`src/hw/rtl/pscc_pkg.sv`:
```
`default_nettype none

package pscc_pkg;

    // field widths
    localparam int TIME_BITS   = 16;
    localparam int ADC_BITS    = 10;
    localparam int SCALE_BITS  = 14;
    localparam int SCALE_SHIFT = SCALE_BITS - ADC_BITS;
    localparam int CHAN_BITS   = 5;
    localparam int CTL_BITS    = 7;
    localparam int KIND_BITS   = 2;
    localparam int NUM_PEDALS  = 4;

    // stream packing
    localparam int S_DATA_BITS = 32;
    localparam int M_DATA_BITS = 24;

    // apb
    localparam int APB_DATA_BITS = 32;
    localparam int APB_ADDR_BITS = 3;
    localparam logic REG_CHANNEL  = 1'b0;
    localparam logic REG_DEADBAND = 1'b1;
    localparam logic [CHAN_BITS-1:0] CHANNEL_RESET  = 5'd1;
    localparam logic [ADC_BITS-1:0]  DEADBAND_RESET = 10'd7;

    // job queue
    localparam int QUEUE_DEPTH = 4;
    localparam int QPTR_BITS   = $clog2(QUEUE_DEPTH);
    localparam int QCNT_BITS   = QPTR_BITS + 1;

    // scan steps
    localparam logic [2:0] STEP_SUSTAIN  = 3'd1;
    localparam logic [2:0] STEP_CONFIG   = 3'd2;
    localparam logic [2:0] STEP_SWITCH_A = 3'd3;
    localparam logic [2:0] STEP_ANALOG_A = 3'd4;
    localparam logic [2:0] STEP_SWITCH_B = 3'd5;
    localparam logic [2:0] STEP_ANALOG_B = 3'd6;
    localparam logic [2:0] STEP_IDLE     = 3'd0;

    // pedal bits
    localparam logic [1:0] PED_SUS = 2'd0;
    localparam logic [1:0] PED_CFG = 2'd1;
    localparam logic [1:0] PED_A   = 2'd2;
    localparam logic [1:0] PED_B   = 2'd3;

    // event kinds
    localparam logic [KIND_BITS-1:0] EV_CC         = 2'd0;
    localparam logic [KIND_BITS-1:0] EV_MENU_OPEN  = 2'd1;
    localparam logic [KIND_BITS-1:0] EV_MENU_CLOSE = 2'd2;

    // controller numbers and values
    localparam logic [CTL_BITS-1:0] CTL_SUSTAIN  = 7'd64;
    localparam logic [CTL_BITS-1:0] CTL_SWITCH_A = 7'd12;
    localparam logic [CTL_BITS-1:0] CTL_SWITCH_B = 7'd13;
    localparam logic [CTL_BITS-1:0] FINE_OFFSET  = 7'd32;
    localparam logic [CTL_BITS-1:0] VAL_ON       = 7'd64;
    localparam logic [CTL_BITS-1:0] VAL_OFF      = 7'd0;

    typedef struct packed {
        logic [CHAN_BITS-1:0] channel;
        logic [ADC_BITS-1:0]  deadband;
    } cfg_t;

    // one queued job: one or two result items
    typedef struct packed {
        logic [KIND_BITS-1:0] kind;
        logic [CTL_BITS-1:0]  controller;
        logic [CTL_BITS-1:0]  first_value;
        logic [CTL_BITS-1:0]  fine_value;
        logic                 two;
    } job_t;

endpackage

`default_nettype wire

```
`src/hw/rtl/pscc_cfg.sv`:
```
`default_nettype none

module pscc_cfg (
    input  wire logic                                clk,
    input  wire logic                                rst_n,
    input  wire logic                                psel,
    input  wire logic                                penable,
    input  wire logic                                pwrite,
    input  wire logic [pscc_pkg::APB_ADDR_BITS-1:0]  paddr,
    input  wire logic [pscc_pkg::APB_DATA_BITS-1:0]  pwdata,
    output logic      [pscc_pkg::APB_DATA_BITS-1:0]  prdata,
    output logic                                     pready,
    output pscc_pkg::cfg_t                           cfg
);

    logic [pscc_pkg::CHAN_BITS-1:0] channel_reg;
    logic [pscc_pkg::ADC_BITS-1:0]  deadband_reg;
    logic                           reg_idx;
    logic                           wr_en;

    // register select by word address
    assign reg_idx = paddr[pscc_pkg::APB_ADDR_BITS-1];
    assign pready  = 1'b1;
    assign wr_en   = psel && penable && pwrite && pready;

    // register write
    always_ff @(posedge clk or negedge rst_n)
    begin
        if (!rst_n)
        begin
            channel_reg  <= pscc_pkg::CHANNEL_RESET;
            deadband_reg <= pscc_pkg::DEADBAND_RESET;
        end
        else if (wr_en)
        begin
            case (reg_idx)
                pscc_pkg::REG_CHANNEL:  channel_reg  <= pwdata[pscc_pkg::CHAN_BITS-1:0];
                pscc_pkg::REG_DEADBAND: deadband_reg <= pwdata[pscc_pkg::ADC_BITS-1:0];
                default: ;
            endcase
        end
    end

    // read back
    always_comb
    begin
        case (reg_idx)
            pscc_pkg::REG_CHANNEL:  prdata = pscc_pkg::APB_DATA_BITS'(channel_reg);
            pscc_pkg::REG_DEADBAND: prdata = pscc_pkg::APB_DATA_BITS'(deadband_reg);
            default:                prdata = '0;
        endcase
    end

    assign cfg.channel  = channel_reg;
    assign cfg.deadband = deadband_reg;

endmodule

`default_nettype wire

```
`src/hw/rtl/pscc_front.sv`:
```
`default_nettype none

module pscc_front (
    input  wire logic                            clk,
    input  wire logic                            rst_n,
    input  wire logic                            fire,
    input  wire logic [pscc_pkg::NUM_PEDALS-1:0] pedal_pins_n,
    input  wire logic [pscc_pkg::ADC_BITS-1:0]   adc_sample,
    input  wire logic [pscc_pkg::TIME_BITS-1:0]  time_mark,
    input  wire pscc_pkg::cfg_t                  cfg,
    output logic                                 push,
    output pscc_pkg::job_t                       job
);

    logic [2:0]                           pos_reg, pos_next, step;
    logic [pscc_pkg::NUM_PEDALS-1:0]      state_reg, state_next;
    logic [pscc_pkg::NUM_PEDALS-1:0]      sampled_reg, sampled_next;
    logic [pscc_pkg::TIME_BITS-1:0]       change_time_reg [pscc_pkg::NUM_PEDALS];
    logic [pscc_pkg::ADC_BITS-1:0]        analog_last_reg [2];

    logic                                 sw_en, an_en, an_idx, sample_step;
    logic [1:0]                           ped;
    logic [pscc_pkg::CTL_BITS-1:0]        ctl;
    logic                                 sw_accept, level;
    logic [pscc_pkg::ADC_BITS-1:0]        last, delta;
    logic                                 an_report;
    logic [pscc_pkg::SCALE_BITS-1:0]      scaled;

    assign step = pos_reg + 3'd1;

    // decode the scan step
    always_comb
    begin
        sw_en       = 1'b0;
        an_en       = 1'b0;
        an_idx      = 1'b0;
        sample_step = 1'b0;
        ped         = pscc_pkg::PED_SUS;
        ctl         = pscc_pkg::CTL_SUSTAIN;
        pos_next    = step;
        case (step)
            pscc_pkg::STEP_SUSTAIN:
            begin
                sw_en = 1'b1;
            end
            pscc_pkg::STEP_CONFIG:
            begin
                sw_en = 1'b1;
                ped   = pscc_pkg::PED_CFG;
            end
            pscc_pkg::STEP_SWITCH_A:
            begin
                sw_en = 1'b1;
                ped   = pscc_pkg::PED_A;
                ctl   = pscc_pkg::CTL_SWITCH_A;
            end
            pscc_pkg::STEP_ANALOG_A:
            begin
                an_en = 1'b1;
                ctl   = pscc_pkg::CTL_SWITCH_A;
            end
            pscc_pkg::STEP_SWITCH_B:
            begin
                sw_en = 1'b1;
                ped   = pscc_pkg::PED_B;
                ctl   = pscc_pkg::CTL_SWITCH_B;
            end
            pscc_pkg::STEP_ANALOG_B:
            begin
                an_en  = 1'b1;
                an_idx = 1'b1;
                ctl    = pscc_pkg::CTL_SWITCH_B;
            end
            default:
            begin
                sample_step = 1'b1;
                pos_next    = pscc_pkg::STEP_IDLE;
            end
        endcase
    end

    // switch pedal: level differs and time mark moved since last change
    assign level     = sampled_reg[ped];
    assign sw_accept = sw_en && (time_mark != change_time_reg[ped])
                       && (state_reg[ped] != sampled_reg[ped]);

    // analog pedal: distance from last reported sample against deadband
    assign last      = analog_last_reg[an_idx];
    assign delta     = (adc_sample >= last) ? (adc_sample - last) : (last - adc_sample);
    assign an_report = an_en && (delta >= cfg.deadband);
    assign scaled    = pscc_pkg::SCALE_BITS'(adc_sample) << pscc_pkg::SCALE_SHIFT;

    // build the job
    always_comb
    begin
        job.kind        = pscc_pkg::EV_CC;
        job.controller  = ctl;
        job.first_value = level ? pscc_pkg::VAL_ON : pscc_pkg::VAL_OFF;
        job.fine_value  = scaled[pscc_pkg::CTL_BITS-1:0];
        job.two         = 1'b0;
        if (an_en)
        begin
            job.first_value = scaled[pscc_pkg::SCALE_BITS-1:pscc_pkg::CTL_BITS];
            job.two         = 1'b1;
        end
        else if (ped == pscc_pkg::PED_CFG)
        begin
            job.kind        = level ? pscc_pkg::EV_MENU_OPEN : pscc_pkg::EV_MENU_CLOSE;
            job.controller  = '0;
            job.first_value = '0;
        end
    end

    assign push = fire && (sw_accept || an_report);

    // pedal level and sampled pins
    always_comb
    begin
        state_next   = state_reg;
        sampled_next = sampled_reg;
        if (sw_accept)
        begin
            state_next[ped] = sampled_reg[ped];
        end
        if (sample_step)
        begin
            sampled_next = ~pedal_pins_n;
        end
    end

    // scan state update on each accepted item
    always_ff @(posedge clk or negedge rst_n)
    begin
        if (!rst_n)
        begin
            pos_reg     <= pscc_pkg::STEP_IDLE;
            state_reg   <= '0;
            sampled_reg <= '0;
            for (int i = 0; i < pscc_pkg::NUM_PEDALS; i++)
            begin
                change_time_reg[i] <= '0;
            end
            analog_last_reg[0] <= '0;
            analog_last_reg[1] <= '0;
        end
        else if (fire)
        begin
            pos_reg     <= pos_next;
            state_reg   <= state_next;
            sampled_reg <= sampled_next;
            if (sw_accept)
            begin
                change_time_reg[ped] <= time_mark;
            end
            if (an_report)
            begin
                analog_last_reg[an_idx] <= adc_sample;
            end
        end
    end

    // scan position stays inside the seven-step cycle
    a_pos_range: assert property (@(posedge clk) disable iff (!rst_n)
        pos_reg != 3'd7)
        else $error("scan position left its cycle");

endmodule

`default_nettype wire

```
`src/hw/rtl/pscc_queue.sv`:
```
`default_nettype none

module pscc_queue (
    input  wire logic           clk,
    input  wire logic           rst_n,
    input  wire logic           push,
    input  wire pscc_pkg::job_t push_job,
    output logic                full,
    input  wire logic           pop,
    output logic                valid,
    output pscc_pkg::job_t      head
);

    pscc_pkg::job_t                   slot_reg [pscc_pkg::QUEUE_DEPTH];
    logic [pscc_pkg::QPTR_BITS-1:0]   wr_ptr_reg, rd_ptr_reg;
    logic [pscc_pkg::QCNT_BITS-1:0]   count_reg, count_next;

    assign full  = (count_reg == pscc_pkg::QCNT_BITS'(pscc_pkg::QUEUE_DEPTH));
    assign valid = (count_reg != '0);
    assign head  = slot_reg[rd_ptr_reg];

    always_comb
    begin
        count_next = count_reg;
        case ({push, pop})
            2'b10:   count_next = count_reg + 1'b1;
            2'b01:   count_next = count_reg - 1'b1;
            default: count_next = count_reg;
        endcase
    end

    // pointers and fill count
    always_ff @(posedge clk or negedge rst_n)
    begin
        if (!rst_n)
        begin
            wr_ptr_reg <= '0;
            rd_ptr_reg <= '0;
            count_reg  <= '0;
        end
        else
        begin
            count_reg <= count_next;
            if (push)
            begin
                wr_ptr_reg <= wr_ptr_reg + 1'b1;
            end
            if (pop)
            begin
                rd_ptr_reg <= rd_ptr_reg + 1'b1;
            end
        end
    end

    // job storage
    always_ff @(posedge clk)
    begin
        if (push)
        begin
            slot_reg[wr_ptr_reg] <= push_job;
        end
    end

    a_no_overflow: assert property (@(posedge clk) disable iff (!rst_n)
        push |-> (!full || pop))
        else $error("job pushed into a full queue");

    a_no_underflow: assert property (@(posedge clk) disable iff (!rst_n)
        pop |-> valid)
        else $error("job popped from an empty queue");

endmodule

`default_nettype wire

```
`src/hw/rtl/pscc_back.sv`:
```
`default_nettype none

module pscc_back (
    input  wire logic                            clk,
    input  wire logic                            rst_n,
    input  wire pscc_pkg::cfg_t                  cfg,
    input  wire logic                            q_valid,
    input  wire pscc_pkg::job_t                  q_head,
    output logic                                 pop,
    output logic                                 out_valid,
    input  wire logic                            out_ready,
    output logic [pscc_pkg::KIND_BITS-1:0]       event_kind,
    output logic [pscc_pkg::CTL_BITS-1:0]        controller,
    output logic [pscc_pkg::CTL_BITS-1:0]        cc_value,
    output logic [pscc_pkg::CHAN_BITS-1:0]       midi_channel,
    output logic                                 last_of_run
);

    logic           busy_reg, busy_next;
    logic           phase_reg, phase_next;
    pscc_pkg::job_t job_reg;
    logic           out_fire;

    assign out_valid = busy_reg;
    assign out_fire  = busy_reg && out_ready;

    // result fields from the held job and its phase
    assign event_kind   = job_reg.kind;
    assign controller   = phase_reg ? (job_reg.controller + pscc_pkg::FINE_OFFSET)
                                    : job_reg.controller;
    assign cc_value     = phase_reg ? job_reg.fine_value : job_reg.first_value;
    assign midi_channel = (job_reg.kind == pscc_pkg::EV_CC) ? cfg.channel : '0;
    assign last_of_run  = !job_reg.two || phase_reg;

    // take the next job when idle or when the last item of this one leaves
    assign pop = q_valid && (!busy_reg || (out_fire && last_of_run));

    always_comb
    begin
        busy_next  = busy_reg;
        phase_next = phase_reg;
        if (out_fire && !last_of_run)
        begin
            phase_next = 1'b1;
        end
        else if (!busy_reg || out_fire)
        begin
            busy_next  = q_valid;
            phase_next = 1'b0;
        end
    end

    // output control
    always_ff @(posedge clk or negedge rst_n)
    begin
        if (!rst_n)
        begin
            busy_reg  <= 1'b0;
            phase_reg <= 1'b0;
        end
        else
        begin
            busy_reg  <= busy_next;
            phase_reg <= phase_next;
        end
    end

    // held job
    always_ff @(posedge clk)
    begin
        if (pop)
        begin
            job_reg <= q_head;
        end
    end

    a_fine_needs_two: assert property (@(posedge clk) disable iff (!rst_n)
        phase_reg |-> (busy_reg && job_reg.two))
        else $error("fine phase on a single-result job");

    a_coarse_then_fine: assert property (@(posedge clk) disable iff (!rst_n)
        (out_fire && !last_of_run) |=> (busy_reg && phase_reg))
        else $error("fine result of an analog report lost");

endmodule

`default_nettype wire

```
`src/hw/rtl/pedal_scan_to_control_change_top.sv`:
```
// a result is registered in a queue slot, then in the output stage's held job
// throughput: one item per cycle while the queue is not full; an analog report
// gives a coarse and a fine result, and a 4-job queue between scan logic and
// output lets the input run on; items that cause no result never enter the queue
// reset (rst_n low, async): scan position 0, pedals released, change marks and
// analog history 0, channel 1, deadband 7, queue and output empty
`default_nettype none

module pedal_scan_to_control_change_top (
    input  wire logic                                clk,
    input  wire logic                                rst_n,
    // stream in
    input  wire logic                                s_axis_tvalid,
    output logic                                     s_axis_tready,
    // pedal_pins_n[3:0], adc_sample[13:4], time_mark[29:14], zero fill
    input  wire logic [pscc_pkg::S_DATA_BITS-1:0]    s_axis_tdata,
    // stream out
    output logic                                     m_axis_tvalid,
    input  wire logic                                m_axis_tready,
    // controller[6:0], cc_value[13:7], midi_channel[18:14], zero fill
    output logic      [pscc_pkg::M_DATA_BITS-1:0]    m_axis_tdata,
    // event_kind[1:0]
    output logic      [pscc_pkg::KIND_BITS-1:0]      m_axis_tuser,
    output logic                                     m_axis_tlast,
    // configuration
    input  wire logic                                psel,
    input  wire logic                                penable,
    input  wire logic                                pwrite,
    input  wire logic [pscc_pkg::APB_ADDR_BITS-1:0]  paddr,
    input  wire logic [pscc_pkg::APB_DATA_BITS-1:0]  pwdata,
    output logic      [pscc_pkg::APB_DATA_BITS-1:0]  prdata,
    output logic                                     pready
);

    localparam int ADC_LO  = pscc_pkg::NUM_PEDALS;
    localparam int TIME_LO = ADC_LO + pscc_pkg::ADC_BITS;
    localparam int M_USED  = 2 * pscc_pkg::CTL_BITS + pscc_pkg::CHAN_BITS;

    pscc_pkg::cfg_t                   cfg;
    pscc_pkg::job_t                   push_job, q_head;
    logic                             push, q_full, q_valid, pop, fire;
    logic [pscc_pkg::CTL_BITS-1:0]    controller, cc_value;
    logic [pscc_pkg::CHAN_BITS-1:0]   midi_channel;

    assign s_axis_tready = !q_full;
    assign fire          = s_axis_tvalid && s_axis_tready;

    pscc_cfg u_cfg (
        .clk     (clk),
        .rst_n   (rst_n),
        .psel    (psel),
        .penable (penable),
        .pwrite  (pwrite),
        .paddr   (paddr),
        .pwdata  (pwdata),
        .prdata  (prdata),
        .pready  (pready),
        .cfg     (cfg)
    );

    pscc_front u_front (
        .clk          (clk),
        .rst_n        (rst_n),
        .fire         (fire),
        .pedal_pins_n (s_axis_tdata[pscc_pkg::NUM_PEDALS-1:0]),
        .adc_sample   (s_axis_tdata[TIME_LO-1:ADC_LO]),
        .time_mark    (s_axis_tdata[TIME_LO+pscc_pkg::TIME_BITS-1:TIME_LO]),
        .cfg          (cfg),
        .push         (push),
        .job          (push_job)
    );

    pscc_queue u_queue (
        .clk      (clk),
        .rst_n    (rst_n),
        .push     (push),
        .push_job (push_job),
        .full     (q_full),
        .pop      (pop),
        .valid    (q_valid),
        .head     (q_head)
    );

    pscc_back u_back (
        .clk          (clk),
        .rst_n        (rst_n),
        .cfg          (cfg),
        .q_valid      (q_valid),
        .q_head       (q_head),
        .pop          (pop),
        .out_valid    (m_axis_tvalid),
        .out_ready    (m_axis_tready),
        .event_kind   (m_axis_tuser),
        .controller   (controller),
        .cc_value     (cc_value),
        .midi_channel (midi_channel),
        .last_of_run  (m_axis_tlast)
    );

    // result packing
    assign m_axis_tdata = {{(pscc_pkg::M_DATA_BITS-M_USED){1'b0}},
                           midi_channel, cc_value, controller};

endmodule

`default_nettype wire

```
`config.mk`:
```
export PLATFORM = sky130hd
export DESIGN_NAME = pedal_scan_to_control_change_top
export DESIGN_NICKNAME = d
export VERILOG_FILES = /design/src/hw/rtl/pscc_pkg.sv /design/src/hw/rtl/pscc_cfg.sv /design/src/hw/rtl/pscc_front.sv /design/src/hw/rtl/pscc_queue.sv /design/src/hw/rtl/pscc_back.sv /design/src/hw/rtl/pedal_scan_to_control_change_top.sv
export SDC_FILE = /design/constraint.sdc
export NUM_CORES = 1
export LEC_CHECK = 0
export BUFFER_PORTS_ARGS = -buffer_cell sky130_fd_sc_hd__buf_2
export CAP_MARGIN = 0
export CORE_MARGIN = 3
export CORE_UTILIZATION = 50
export DETAILED_ROUTE_END_ITERATION = 7
export PLACE_DENSITY_LB_ADDON = 0.15
export SYNTH_ARGS = -nofsm -noshare
export SYNTH_HDL_FRONTEND = slang
export SYNTH_SLANG_ARGS = --single-unit
```
`constraint.sdc`:
```
create_clock -name clk -period 9.5 [get_ports clk]
set_clock_uncertainty 0.15 [all_clocks]
set_input_delay 1.9 -clock clk [delete_from_list [all_inputs] [get_ports clk]]
set_output_delay 1.9 -clock clk [all_outputs]
set_load 0.05 [all_outputs]
```
Yosys cells after proc, flatten, opt, wreduce, memory -nomap -nowiden:

Memories as Yosys holds them, arrays and structs flattened. A register that Yosys moved wholly into a read port is not among the register bits.
Cells that the tools add are included.

* add/subtract/negate cells: 8
* multipliers: 0
* div/mod/pow operators: 0
* order comparisons: 8
* eq/ne operators: 12
* shift operators: 0
* multiplexer cells: 41
* bitwise gates (word level): 6
* reduce and logical (&&, ||, !) cells: 37

Operators with widths (count)
* bitwise mux 64 bit: 1
* two-way mux 16 bit: 4
* one-hot mux 32 bit (2 select lines): 1
* two-way mux 10 bit: 5
* binary-select mux 16 bit (select 2 bit): 1
* demux 16 bit (select 2 bit): 1
* two-way mux 7 bit: 4
* bitwise mux 20 bit: 1
* greater-or-equal comparator 10 bit: 2
* subtractor 10 bit: 2
* != test 16 bit: 1
* logical AND 1 bit: 14
* one-hot mux 7 bit (2 select lines): 1
* == test 3 bit, second input constant: 4
* AND reduction 2 bit: 6
* two-way mux 1 bit: 11
* demux 10 bit (select 1 bit): 1
* two-way mux 9 bit: 1
* adder 7 x 6 -> 7 bit, second input constant: 1
* adder 3 x 1 -> 3 bit, second input constant: 2
* == test 3 x 2 -> 1 bit, second input constant: 2
* one-hot mux 2 bit (3 select lines): 1
* one-hot mux 3 bit (2 select lines): 1
* OR reduction 2 bit: 3
* other kinds (29): 41

* register bits after elaboration: 126
* latch bits: 0
* memory bits (writable): 80
* ROM bits: 0
* input bits: 74
* output and inout port bits: 62
* logic and storage cells: 130
* memories kept: 1

Memory list
* u_queue.slot_reg: words 4, width 20, read ports 1, clocked after memory_dff 1, wr ports 1, line pscc_queue.sv:14 `pscc_pkg::job_t slot_reg [pscc_pkg::QUEUE_DEPTH];`

Longest topological paths before layout:

Gate-level depths: netlist of run 1.

* word-level depth: 15
* gate-level depth with buffers: 30

Cells and area by module:

A second synthesis of run 1 with hierarchy kept.

* cell total of the unflattened synthesis: 828
* area total of the unflattened synthesis: 11777.5 um2

Modules (own cells, without submodules)
* pscc_front: instances 1, cells an instance 534, area an instance 5935.7 um2, seq. area each 2377.3 um2
* pscc_queue: instances 1, cells an instance 159, area an instance 3900.0 um2, seq. area each 3057.9 um2
* pscc_back: instances 1, cells an instance 59, area an instance 1047.3 um2, seq. area each 770.7 um2
* pscc_cfg: instances 1, cells an instance 68, area an instance 843.3 um2, seq. area each 380.4 um2
* pedal_scan_to_control_change_top: instances 1, cells an instance 8, area an instance 51.3 um2, seq. area each 0.0 um2

Worst setup path before layout of run 1:

No wires, ideal clock.

* path kind: input port to flip-flop
* from: in s_axis_tdata[4] (netlist bit)
* to: mem u_queue.slot_reg[0][0] (netlist bit) (enable)
* library setup time: 0.390 ns
* arrival: 6.530 ns
* data required time: 8.960 ns
* path slack: 2.430 ns
* cell stages on the path: 18
* cells stage by stage: inv_1 ha_1 fa_1 nor2b_1 o311a_1 o21ai_0 a311oi_1 mux2_2 o31a_1 o21ai_0 o22ai_1 xor2_1 ha_1 o21a_1 o21ai_0 a211oi_1 nor2_4 nor2b_1

* longest elaborated chain between the ends: 8
* elaborated cells between the ends (all ways): 10
* classes of those cells: add/sub: 2; order compare: 2; mux: 3; reduce/logical: 3

RTL lines
* from (decl): line pedal_scan_to_control_change_top.sv:16 `input wire logic [pscc_pkg::S_DATA_BITS-1:0] s_axis_tdata,`
* subtractor 10 bit / greater-or-equal comparator 10 bit (equally long branches): line pscc_front.sv:89 `assign delta = (adc_sample >= last) ? (adc_sample - last) : (last - adc_sample);`
* two-way mux 10 bit (*): line pscc_front.sv:89
* greater-or-equal comparator 10 bit (*): line pscc_front.sv:90 `assign an_report = an_en && (delta >= cfg.deadband);`
* logical AND 1 bit (*): line pscc_front.sv:90
* logical OR 1 bit (*): line pscc_front.sv:114 `assign push = fire && (sw_accept || an_report);`
* logical AND 1 bit (*): line pscc_front.sv:114
* two-way mux 1 bit (*): line pscc_queue.sv:58 `if (push)`
* two-way mux 1 bit (implied by the code) (*): line pscc_queue.sv:60 `slot_reg[wr_ptr_reg] <= push_job;`
* to (decl): line pscc_queue.sv:14

Every way passes the cells marked *; elsewhere a longest branch is shown, timed or not.

Worst setup path after layout of run 1:

* from: reg u_front.pos_reg[0]
* to: reg u_queue.count_reg[2] (netlist bit)

* longest elaborated chain between the ends: 15
* elaborated cells between the ends (all ways): 41
* classes of those cells: add/sub: 3; order compare: 2; eq/ne: 10; mux: 16; bitwise: 2; reduce/logical: 8

RTL lines
* from (decl): line pscc_front.sv:15 `logic [2:0] pos_reg, pos_next, step;`
* from (signal assigned): line pscc_front.sv:136 `pos_reg <= pscc_pkg::STEP_IDLE;`
* from (signal assigned): line pscc_front.sv:148 `pos_reg <= pos_next;`
* adder 3 x 1 -> 3 bit (*): line pscc_front.sv:29 `assign step = pos_reg + 3'd1;`
* == test 3 bit: line pscc_front.sv:41 `case (step)`
* two-way mux 1 bit: line pscc_front.sv:41
* inverter 1 -> 2 bit (implied by the code): line pscc_front.sv:88 `assign last = analog_last_reg[an_idx];`
* two-way mux 10 bit (implied by the code) (3 in series): line pscc_front.sv:88
* subtractor 10 bit / greater-or-equal comparator 10 bit (equally long branches): line pscc_front.sv:89
* two-way mux 10 bit: line pscc_front.sv:89
* greater-or-equal comparator 10 bit: line pscc_front.sv:90
* logical AND 1 bit: line pscc_front.sv:90
* logical OR 1 bit (*): line pscc_front.sv:114
* logical AND 1 bit (*): line pscc_front.sv:114
* == test 2 x 1 -> 1 bit / == test 2 bit (equally long branches): line pscc_queue.sv:25 `case ({push, pop})`
* one-hot mux 3 bit (2 select lines) / nonzero test 2 bit (equally long branches)
* to (signal assigned): line pscc_queue.sv:43 `count_reg <= count_next;`
* to (decl): line pscc_queue.sv:16 `logic [pscc_pkg::QCNT_BITS-1:0] count_reg, count_next;`

Every way passes the cells marked *; elsewhere a longest branch is shown, timed or not. The select of a mux whose other input is x is not followed.
A chain may end at the register's enable or synchronous reset.

==> impl_metrics.ini, run 1 <==
[cts]
postCtsSetupBuffers = 0
htreeDepth = 4
root_buffer = clkbuf_16
cts_resized = 0
cts-buffers-inserted = 17
clk_pin_slew_ps = 80
clk_latency_ps = 440
cts_hold_buf = 0
cts_tree = yes
ctsLongestPathBuffers = 2
cts.sinks = 199

[worst_hold_path]
hp-class = flip-flop to flip-flop

[yosys]
synthAdderAreaFrac_pct = 5.64
async_flop_share_pct = 59.8
synthCells = 725
ys_seq_elements = 199
synth_edf_count = 80
yosys_warnings = 0
synth_top_family_by_area = multiplexers
synthXorXnorAreaFrac_pct = 2.81
synth_mux_area_share_pct = 18.8
syn_area_um2 = 9940
synthDistinctLibCells = 58
synthSimpleGateAreaFrac_pct = 5.27
avgSynthCellArea_um2 = 13.7
synth_seq_area_share_pct = 54.2
synth_compound_area_share_pct = 7.54
synthFlopType = dfrtp_1

[pwr]
pwr-share-seq_pct = 37.0
power.internal_uw = 2340
p_sw_uw = 1520
p_total_uw = 3860
p_leak_uw = 0.00493
pwr-share-clk_pct = 18.9
p_per_area_nw_per_um2 = 350
ir_worst_vdd_v = 0.000168
swShare_pct = 39.4
pwr-share-comb_pct = 44.2

[timing]
drv_slew = 0
worst_slack_ps = 2240
post-route-period-util_pct = 76.5
maxSlewHeadroom_pct = 27.4
grt_setup_unrepaired = false
setup_violations = 0
max_slew.worst_pin.slew_ps = 1090
min_period_ps = 7260
fin_setup_tns_ps = 0
finalHoldViolCount = 0
timing.fmax_mhz = 138

[cells_and_area]
drive_gt1_share_pct = 32.8
fin_nets = 911
fillers = 1571
area_growth_pct = 11.0
fin_cells = 1068

[routing]
ant_nets = 0
drc_errors = 0
drt_wl_total_um = 19300
drt_iter0_drc = 391
first_pass_iters = 5
vias = 5889
wl_per_cell_um = 18.1
routed_via_density = 5.51

[placed_design]
place.gp.congestion = 0.804
placedCellCount = 1035
dp_hpwl_um = 13300
place_ws_ps = 1850
port_buffers = 79

[critical_path]
slowest_delay_ps = 560
crit_family = compound AO/OA/AOI/OAI gates
crit_path_end_kind = flip-flop
cp_max_fo = 17
crit_path_top_delay_cell = a221oi_1
worstSetupPathType = flip-flop to flip-flop
cp_num_buf_inv = 2
start_kind = flip-flop
worst-endpoint-required_ps = 9720
regToRegSetupSlack_ps = 2240
cpMostUsedCell = ha_1
cp.arrival_ps = 7480

[global_routing]
grt_pass1_vias = 6199
grt_overflow = 0
antenna_found_initial = 2
grt_first_pass_wirelength_um = 31600
track_usage_pct = 18.4
grt_max_degree = 85

[die]
dieArea_um2 = 21600
core_region_area_um2 = 19100
io_pins = 136
initial_core_util_pct = 51.9
row_count = 50
die_w_um = 147
chipHeight_um = 147

[job]
maxCapViolCount = 0

[status]
status = finished, final reports clean
## area by class of cell
| type | count | area, µm² | share of cell area, % |
|---|---|---|---|
| Timing Repair Buffer | 85 | 443 | 4.01 |
| Sequential cell | 199 | 5390 | 48.8 |
| Multi-Input combinational cell | 448 | 4110 | 37.3 |
| Clock buffer | 17 | 425 | 3.85 |
| Clock inverter | 15 | 180 | 1.63 |
| Inverter | 43 | 161 | 1.46 |
| Tap cell | 260 | 325 | 2.95 |
| Antenna cell | 1 | 2.50 | 0.0227 |
## layer usage
layer	track usage, %	routed length, µm
met5	0	9
met4	5.45	229
met3	4.41	1180
met2	30.1	9250
met1	24.6	8660
## cells by family (layout without fill, tap and decap cells)
kind of cell               count (synthesis)  count (layout)
DFF                                      199             199
muxes                                    147             147
buffers and inverters                    106             160
AOI/OAI and AO/OA                        100             100
and+or+nand+nor                           97              97
adders and majority gates                 43              43
xor gates and xnor gates                  31              31
other                                      2              31
## synthesized netlist by cell type, types with 4 or more instances
master,count,area [µm²]
clkbuf_1,18,67.6
nor2_1,22,82.6
nand4_1,4,25.0
mux2_2,104,1170
o21ai_0,20,100
and2_1,15,93.8
mux2_4,10,150
mux4_2,16,360
dfstp_2,4,105
a22o_1,16,140
ha_1,40,500
edfxtp_1,80,2400
mux2i_1,5,50.1
a21o_1,6,45.0
nor3_1,4,20.0
buf_4,39,293
xnor2_1,12,105
xor2_1,18,158
a21oi_1,15,75.1
nand2_1,21,78.8
mux2_1,11,124
dfrtp_1,115,2880
nor2b_1,12,75.1
a222oi_1,16,160
inv_1,43,161
nand3_1,5,25.0
## worst paths after layout
path                                                            to  depth (start not counted)                          startpoint
setup / recovery                  u_queue.count_reg[2]$_DFFE_PN0P_                         27      u_front.pos_reg[0]$_DFFE_PN0P_
hold / removal                  u_front.sampled_reg[0]$_DFFE_PN0P_                          2  u_front.sampled_reg[0]$_DFFE_PN0P_
setup reg to reg                  u_queue.count_reg[2]$_DFFE_PN0P_                         27      u_front.pos_reg[0]$_DFFE_PN0P_
hold reg to reg                 u_front.sampled_reg[0]$_DFFE_PN0P_                          2  u_front.sampled_reg[0]$_DFFE_PN0P_
max in group asynchronous  u_front.change_time_reg[42]$_DFFE_PN0P_                          2                               rst_n
min in group asynchronous             u_back.phase_reg$_DFFE_PN0P_                          1                               rst_n
## cell usage in the layout, fill, tap and decap left out, types with 4 or more instances in the layout
master / count
dfrtp_1: 115
ha_1: 40
nand3_1: 5
xor2_1: 18
a21o_1: 6
clkbuf_16: 17
mux2_1: 11
mux4_2: 16
nand2_1: 21
inv_8: 5
buf_2: 78
nand4_1: 4
a21oi_1: 15
o21ai_0: 20
conb_1: 30
nor2b_1: 7
xnor2_1: 12
a22o_1: 16
dfstp_2: 4
inv_1: 43
mux2i_1: 5
mux2_2: 104
nor3_1: 4
nor2_1: 22
edfxtp_1: 80
inv_6: 4
mux2_4: 10
buf_4: 7
nor2b_2: 5
a222oi_1: 16
and2_1: 15
## through the flow
step	hold slack, ps	area (µm²)	util, %
2_1_floorplan	292	10000	-
3_3_place_gp	317	10400	54.5
3_5_place_dp	329	10400	54.5
4_1_cts	345	11000	57.6
5_1_grt	362	11000	57.7
6_report	340	11000	57.7
## worst min-delay path: cells and delay by family (launching register included)
family	cells	cell delay, ps
AOI/OAI and AO/OA	1	60
DFF	1	350
and+or+nand+nor	1	50
## power groups by stage
| stage | clock, µW | sequential [µW] | combinational (µW) |
|---|---|---|---|
| finish | 729 | 1430 | 1710 |
| global route | 784 | 1470 | 1890 |
| CTS | 745 | 1430 | 1720 |
| detailed placement | 0 | 1450 | 1710 |
| global placement | 0 | 1420 | 1670 |
| floorplan | 0 | 1360 | 1420 |
Power figures use the tool's default switching activity.
==> inputs of run 2 (changes only) <==
--- a/config.mk
+++ b/config.mk
@@ -5,6 +5,7 @@
 export SDC_FILE = /design/constraint.sdc
 export NUM_CORES = 1
 export LEC_CHECK = 0
+export ABC_AREA = 1
 export BUFFER_PORTS_ARGS = -buffer_cell sky130_fd_sc_hd__buf_2
 export CAP_MARGIN = 0
 export CORE_MARGIN = 3
==> constraint.sdc (replaced) <==
create_clock -name clk -period 6.88 [get_ports clk]
set_clock_uncertainty 0.15 [all_clocks]
set_input_delay 1.376 -clock clk [delete_from_list [all_inputs] [get_ports clk]]
set_output_delay 1.376 -clock clk [all_outputs]
set_load 0.05 [all_outputs]
==> run 2 against run 1 <==
  * Die area grew 9.0%
  * Utilization decreased by 1.9 points
  * Highest routed layer unchanged
  * Via count up 45%
  * Wire length rose by 30%
  * Clock-buffer cell count unchanged
  * First-iteration DRC count rose by 73%
  * Setup slack worse by 1600 ps
  * Sequential share of layout area shrank 3.3 points
  * Sequential power is 36% higher
  * Clock power grew 37%
  * Total power grew 53%
==> impl_metrics.ini, run 2 <==
[cells_and_area]
final_common_cell = nand2_1
register_area_um2 = 5390
layout_common_cells = nand2_1, dfrtp_1, inv_1
drive_gt1_share_pct = 11.6
post-route-util_pct = 55.8
fillers = 1984
area_growth_pct = 8.79
multiInputGateArea_um2 = 4570
fin_nets = 1444

[yosys]
ys_seq_elements = 199
avgSynthCellArea_um2 = 8.48
synthFlopType = dfrtp_1
synth_seq_area_share_pct = 49.5
synthDistinctLibCells = 44
synthTopCellsByCount = nand2_1, dfrtp_1, inv_1
synthTopCellsByArea = dfrtp_1, edfxtp_1, nand2_1, ha_1, o21ai_0
synth_area_leader_cell = dfrtp_1
synth_edf_count = 80
syn_area_um2 = 10900
synth.top_cell.area_share_pct = 26.5
yosys_warnings = 0
yosysMostFrequentCell = nand2_1
synthCells = 1283
async_flop_share_pct = 59.8

[die]
initial_core_util_pct = 51.3
chipHeight_um = 154
row_count = 53
dieArea_um2 = 23600
core_region_area_um2 = 21200
die_w_um = 154
io_pins = 136

[critical_path]
start_kind = flip-flop
crit_family = simple AND/OR/NAND/NOR gates
worstSetupPathType = flip-flop to flip-flop
cp_num_buf_inv = 7
slowest_delay_ps = 480
cpMostUsedCell = nand2_1
worst-endpoint-required_ps = 7050
crit_path_top_delay_cell = ha_1
crit_path_end_kind = flip-flop
cp_max_fo = 20
cp.arrival_ps = 6410

[global_routing]
antenna_found_initial = 2
grt_first_pass_wirelength_um = 40900
grt_max_degree = 73
grt_pass1_vias = 7958
track_usage_pct = 21.3
grt_overflow = 0

[timing]
max_slew.worst_pin.slew_ps = 1030
grt_setup_unrepaired = false
finalHoldViolCount = 0
maxSlewHeadroom_pct = 31.5
post-route-period-util_pct = 90.8
drv_slew = 0
timing.fmax_mhz = 160
min_period_ps = 6250
setup_violations = 0
worst_slack_ps = 634
fin_setup_tns_ps = 0

[routing]
wl_per_cell_um = 15.5
wirelength_met1_um = 11900
ant_nets = 0
drc_errors = 0
drt_wl_total_um = 25100
drt_iter0_drc = 678
vias = 8545
wl_met3_um = 1430
met2WireLength_um = 11500
routed.top_layer = met5
first_pass_iters = 6
routed_via_density = 5.29

[status]
status = finished, final reports clean

[cts]
ctsLongestPathBuffers = 2
cts_tree = yes
cts.sinks = 199
clk_pin_slew_ps = 70
root_buffer = clkbuf_16
cts_resized = 0
clk_latency_ps = 440
cts_hold_buf = 0
cts-buffers-inserted = 17
htreeDepth = 4
postCtsSetupBuffers = 0

[pwr]
power.internal_uw = 3120
p_sw_uw = 2790
swShare_pct = 47.2
ir_worst_vdd_v = 0.000243
pwr-share-seq_pct = 32.8
p_total_uw = 5910
p_leak_uw = 0.00582
pwr-share-clk_pct = 16.9
p_per_area_nw_per_um2 = 500
pwr-share-comb_pct = 50.3

[placed_design]
dp_hpwl_um = 16100
place_ws_ps = 676
place.gp.congestion = 0.870
port_buffers = 79

[job]
maxCapViolCount = 0

[worst_hold_path]
hp-class = flip-flop to flip-flop
-- run 2: cell types whose count changed after synthesis, sizes merged, moves of 21 or more --
cell and delta:
nand2 +390, nand3 +55, nand4 +68, inv +75, nor2 +72, mux2 -122, o21ai +75, buf +21
-- run 2: final timing paths --
| kind | startpoint | slack [ps] | endpoint | cells past startpoint |
|---|---|---|---|---|
| max | u_front.pos_reg[0]$_DFFE_PN0P_ | 630 | u_queue.count_reg[2]$_DFFE_PN0P_ | 32 |
| min | u_front.change_time_reg[53]$_DFFE_PN0P_ | 320 | u_front.change_time_reg[53]$_DFFE_PN0P_ | 2 |
| max reg2reg | u_front.pos_reg[0]$_DFFE_PN0P_ | 630 | u_queue.count_reg[2]$_DFFE_PN0P_ | 32 |
| min reg2reg | u_front.change_time_reg[53]$_DFFE_PN0P_ | 320 | u_front.change_time_reg[53]$_DFFE_PN0P_ | 2 |
| max in group asynchronous | rst_n | 4380 | u_front.change_time_reg[46]$_DFFE_PN0P_ | 2 |
| min in group asynchronous | rst_n | 870 | u_back.phase_reg$_DFFE_PN0P_ | 1 |
-- run 2: worst min-delay path: stages (launching register included) --
cell,delay (ps)
dfrtp_1,350
nand2_1,50
nand2_1,40
-- run 2: power by group through the flow --
stage               Clock [µW]  Sequential [µW]  Combinational (µW)
global route              1070             1980                3360
CTS                       1020             1940                2990
global placement             0             1950                2910
finish                     999             1940                2980
floorplan                    0             1880                2380
detailed placement           0             1960                2970
-- run 2: area by class of cell --
cell class,count,share of cell area [%]
Antenna cell,1,0.0211
Multi-Input combinational cell,899,38.6
Timing Repair Buffer,92,4.29
Tap cell,275,2.91
Clock inverter,15,1.34
Clock buffer,17,3.59
Sequential cell,199,45.5
Inverter,118,3.74
-- run 2: metrics by stage --
stage	hold WS (ps)	std cells	area (µm²)
floorplan	292	1311	11000
global placement	304	1583	11200
detailed placement	309	1583	11200
CTS	327	1615	11800
global route	338	1616	11800
finish	322	1616	11800
-- run 2: routing by layer --
layer / up-vias / track usage, %
li1: 4246 / -
met1: 4025 / 31.5
met2: 249 / 33.3
met3: 23 / 3.26
met4: 2 / 5.42
met5: - / 0
-- run 2: cells by family after synthesis --
kind of cell | after synthesis | synth area share, %
multiplexers | 8 | 0.771
adder cells (fa/ha/maj) | 43 | 5.15
other | 2 | 0.0690
AO/OA/AOI/OAI | 153 | 7.73
buffers and inverters | 213 | 9.51
flip-flops | 199 | 49.5
XOR/XNOR | 17 | 1.37
AND/OR/NAND/NOR | 648 | 25.9
==> inputs of run 3 (changes only) <==
==> constraint.sdc (replaced) <==
create_clock -name clk -period 6.92 [get_ports clk]
set_clock_uncertainty 0.15 [all_clocks]
set_input_delay 1.384 -clock clk [delete_from_list [all_inputs] [get_ports clk]]
set_output_delay 1.384 -clock clk [all_outputs]
set_load 0.05 [all_outputs]
==> run 3 against run 2 <==
  * Critical path depth fell by 1
  * Hold slack improved by 2.1 ps
  * Total power fell by 0.43%
  * Flip-flop and latch count did not move
  * Largest power group unchanged
==> impl_metrics.ini, run 3 (synthesized netlist as in run 2, its figures left out) <==
[critical_path]
regToRegSetupSlack_ps = 800
r2r-end = u_queue.count_reg[2]$_DFFE_PN0P_
worst-endpoint-required_ps = 7100
cp_max_fo = 20
slowest_delay_ps = 490
crit_family = simple AND/OR/NAND/NOR gates
start_kind = flip-flop
reg2reg_depth = 31
crit_path_end_kind = flip-flop
crit_path_top_delay_cell = ha_1
r2r-start = u_front.pos_reg[0]$_DFFE_PN0P_
worstSetupPathType = flip-flop to flip-flop
cp.arrival_ps = 6300
cp_num_buf_inv = 6
cpMostUsedCell = nand2_1

[cells_and_area]
antenna_cells = 0
fin_nets = 1444
layout_common_cells = nand2_1, dfrtp_1, inv_1
area_growth_pct = 8.90
drive_gt1_share_pct = 11.6
final_common_cell = nand2_1
fillers = 1985

[pwr]
p_leak_uw = 0.00582
p_per_area_nw_per_um2 = 497
ir_worst_vdd_v = 0.000276

[cts]
cts-buffers-inserted = 17
clk_pin_slew_ps = 80
postCtsSetupBuffers = 0
ctsLongestPathBuffers = 2
cts.sinks = 199
cts_tree = yes
htreeDepth = 4
root_buffer = clkbuf_16
cts_hold_buf = 0
clk_latency_ps = 440
cts_resized = 0

[placed_design]
dp_hpwl_um = 16000
port_buffers = 79
place_ws_ps = 819
place.gp.congestion = 0.878

[die]
row_count = 53
chipHeight_um = 154
io_pins = 136
core_region_area_um2 = 21200
die_w_um = 154
dieArea_um2 = 23600
initial_core_util_pct = 51.3

[worst_hold_path]
hold_start = u_front.change_time_reg[23]$_DFFE_PN0P_
holdPathStages = 2
worstHoldEndpoint = u_front.change_time_reg[23]$_DFFE_PN0P_
hp-class = flip-flop to flip-flop

[routing]
wl_per_cell_um = 15.6
drc_errors = 0
first_pass_iters = 4
routed_via_density = 5.24
vias = 8468
ant_nets = 0
drt_wl_total_um = 25200
drt_iter0_drc = 600

[timing]
setup_violations = 0
grt_setup_unrepaired = false
max_slew.worst_pin.slew_ps = 1040
min_period_ps = 6120
whs_ps = 324
post-route-period-util_pct = 88.4
drv_slew = 0
timing.fmax_mhz = 163
worst_slack_ps = 801
fin_setup_tns_ps = 0
finalHoldViolCount = 0
maxSlewHeadroom_pct = 30.6

[job]
maxCapViolCount = 0

[global_routing]
grt_max_degree = 73
antenna_found_initial = 1
grt_pass1_vias = 8019
grt_first_pass_wirelength_um = 41500
track_usage_pct = 21.6
grt_overflow = 0

[status]
status = finished, final reports clean
-- run 3: cell types whose count changed in the layout (fill, tap and decap cells not counted) --
cell       change
bufinv_16      -1
clkinv_1       -1
clkinv_2       -1
clkinv_8       +2
diode_2        -1
inv_12         +2
inv_8          -1
-- run 3: how the worst max path moves through the flow --
| stage | to | from | cells after the start | slack (ps) |
|---|---|---|---|---|
| final | u_queue.count_reg[2]$_DFFE_PN0P_ | u_front.pos_reg[0]$_DFFE_PN0P_ | 31 | 800 |
| after detailed placement | u_queue.count_reg[2]$_DFFE_PN0P_ | u_front.pos_reg[0]$_DFFE_PN0P_ | 31 | 820 |
| after global placement | u_queue.count_reg[2]$_DFFE_PN0P_ | u_front.pos_reg[0]$_DFFE_PN0P_ | 31 | 860 |
| after global routing | u_queue.count_reg[2]$_DFFE_PN0P_ | u_front.pos_reg[0]$_DFFE_PN0P_ | 32 | 260 |
| after CTS | u_queue.count_reg[2]$_DFFE_PN0P_ | u_front.pos_reg[0]$_DFFE_PN0P_ | 31 | 790 |
| after floorplan | u_queue.slot_reg[0][0]$_DFFE_PP_ | u_front.pos_reg[0]$_DFFE_PN0P_ | 29 | 1130 |
-- run 3: stage by stage --
| step | total power [µW] | utilization, % | std cells | instance area [µm²] |
|---|---|---|---|---|
| after detailed placement | 4890 | 53.0 | 1583 | 11200 |
| after global placement | 4830 | 53.0 | 1583 | 11200 |
| final | 5890 | 55.8 | 1615 | 11800 |
| after CTS | 5910 | 55.8 | 1615 | 11800 |
| after floorplan | 4230 | - | 1311 | 11000 |
| after global routing | 6380 | 55.8 | 1615 | 11800 |
-- run 3: tightest hold or removal path, delay by kind of cell (launching register included) --
family,cells,cell delay [ps]
flops,1,350
simple gates,2,100
-- run 3: area by class of cell --
type                       count  area, µm²  area share (%)
sequential                   199       5390            45.5
clock inverter                15        174            1.47
clock buffer                  17        425            3.59
inverter                     118        443            3.74
timing repair buffer          92        508            4.29
tap                          275        344            2.90
multi-input combinational    899       4570            38.6
-- run 3: routing by layer --
layer	routed length (µm)	track usage [%]	vias up
met2	11600	33.9	208
met1	12200	31.8	3991
met5	13	0	-
met4	249	4.58	2
li1	-	-	4246
met3	1160	3.57	21
-- run 3: report_power, final --
group | switching (µW) | internal [µW] | total, µW | leakage (µW)
Combinational | 2080 | 884 | 2960 | 0.00327
Sequential | 217 | 1710 | 1920 | 0.00226
Clock | 511 | 492 | 1000 | 0.000290
Total | 2800 | 3080 | 5890 | 0.00582
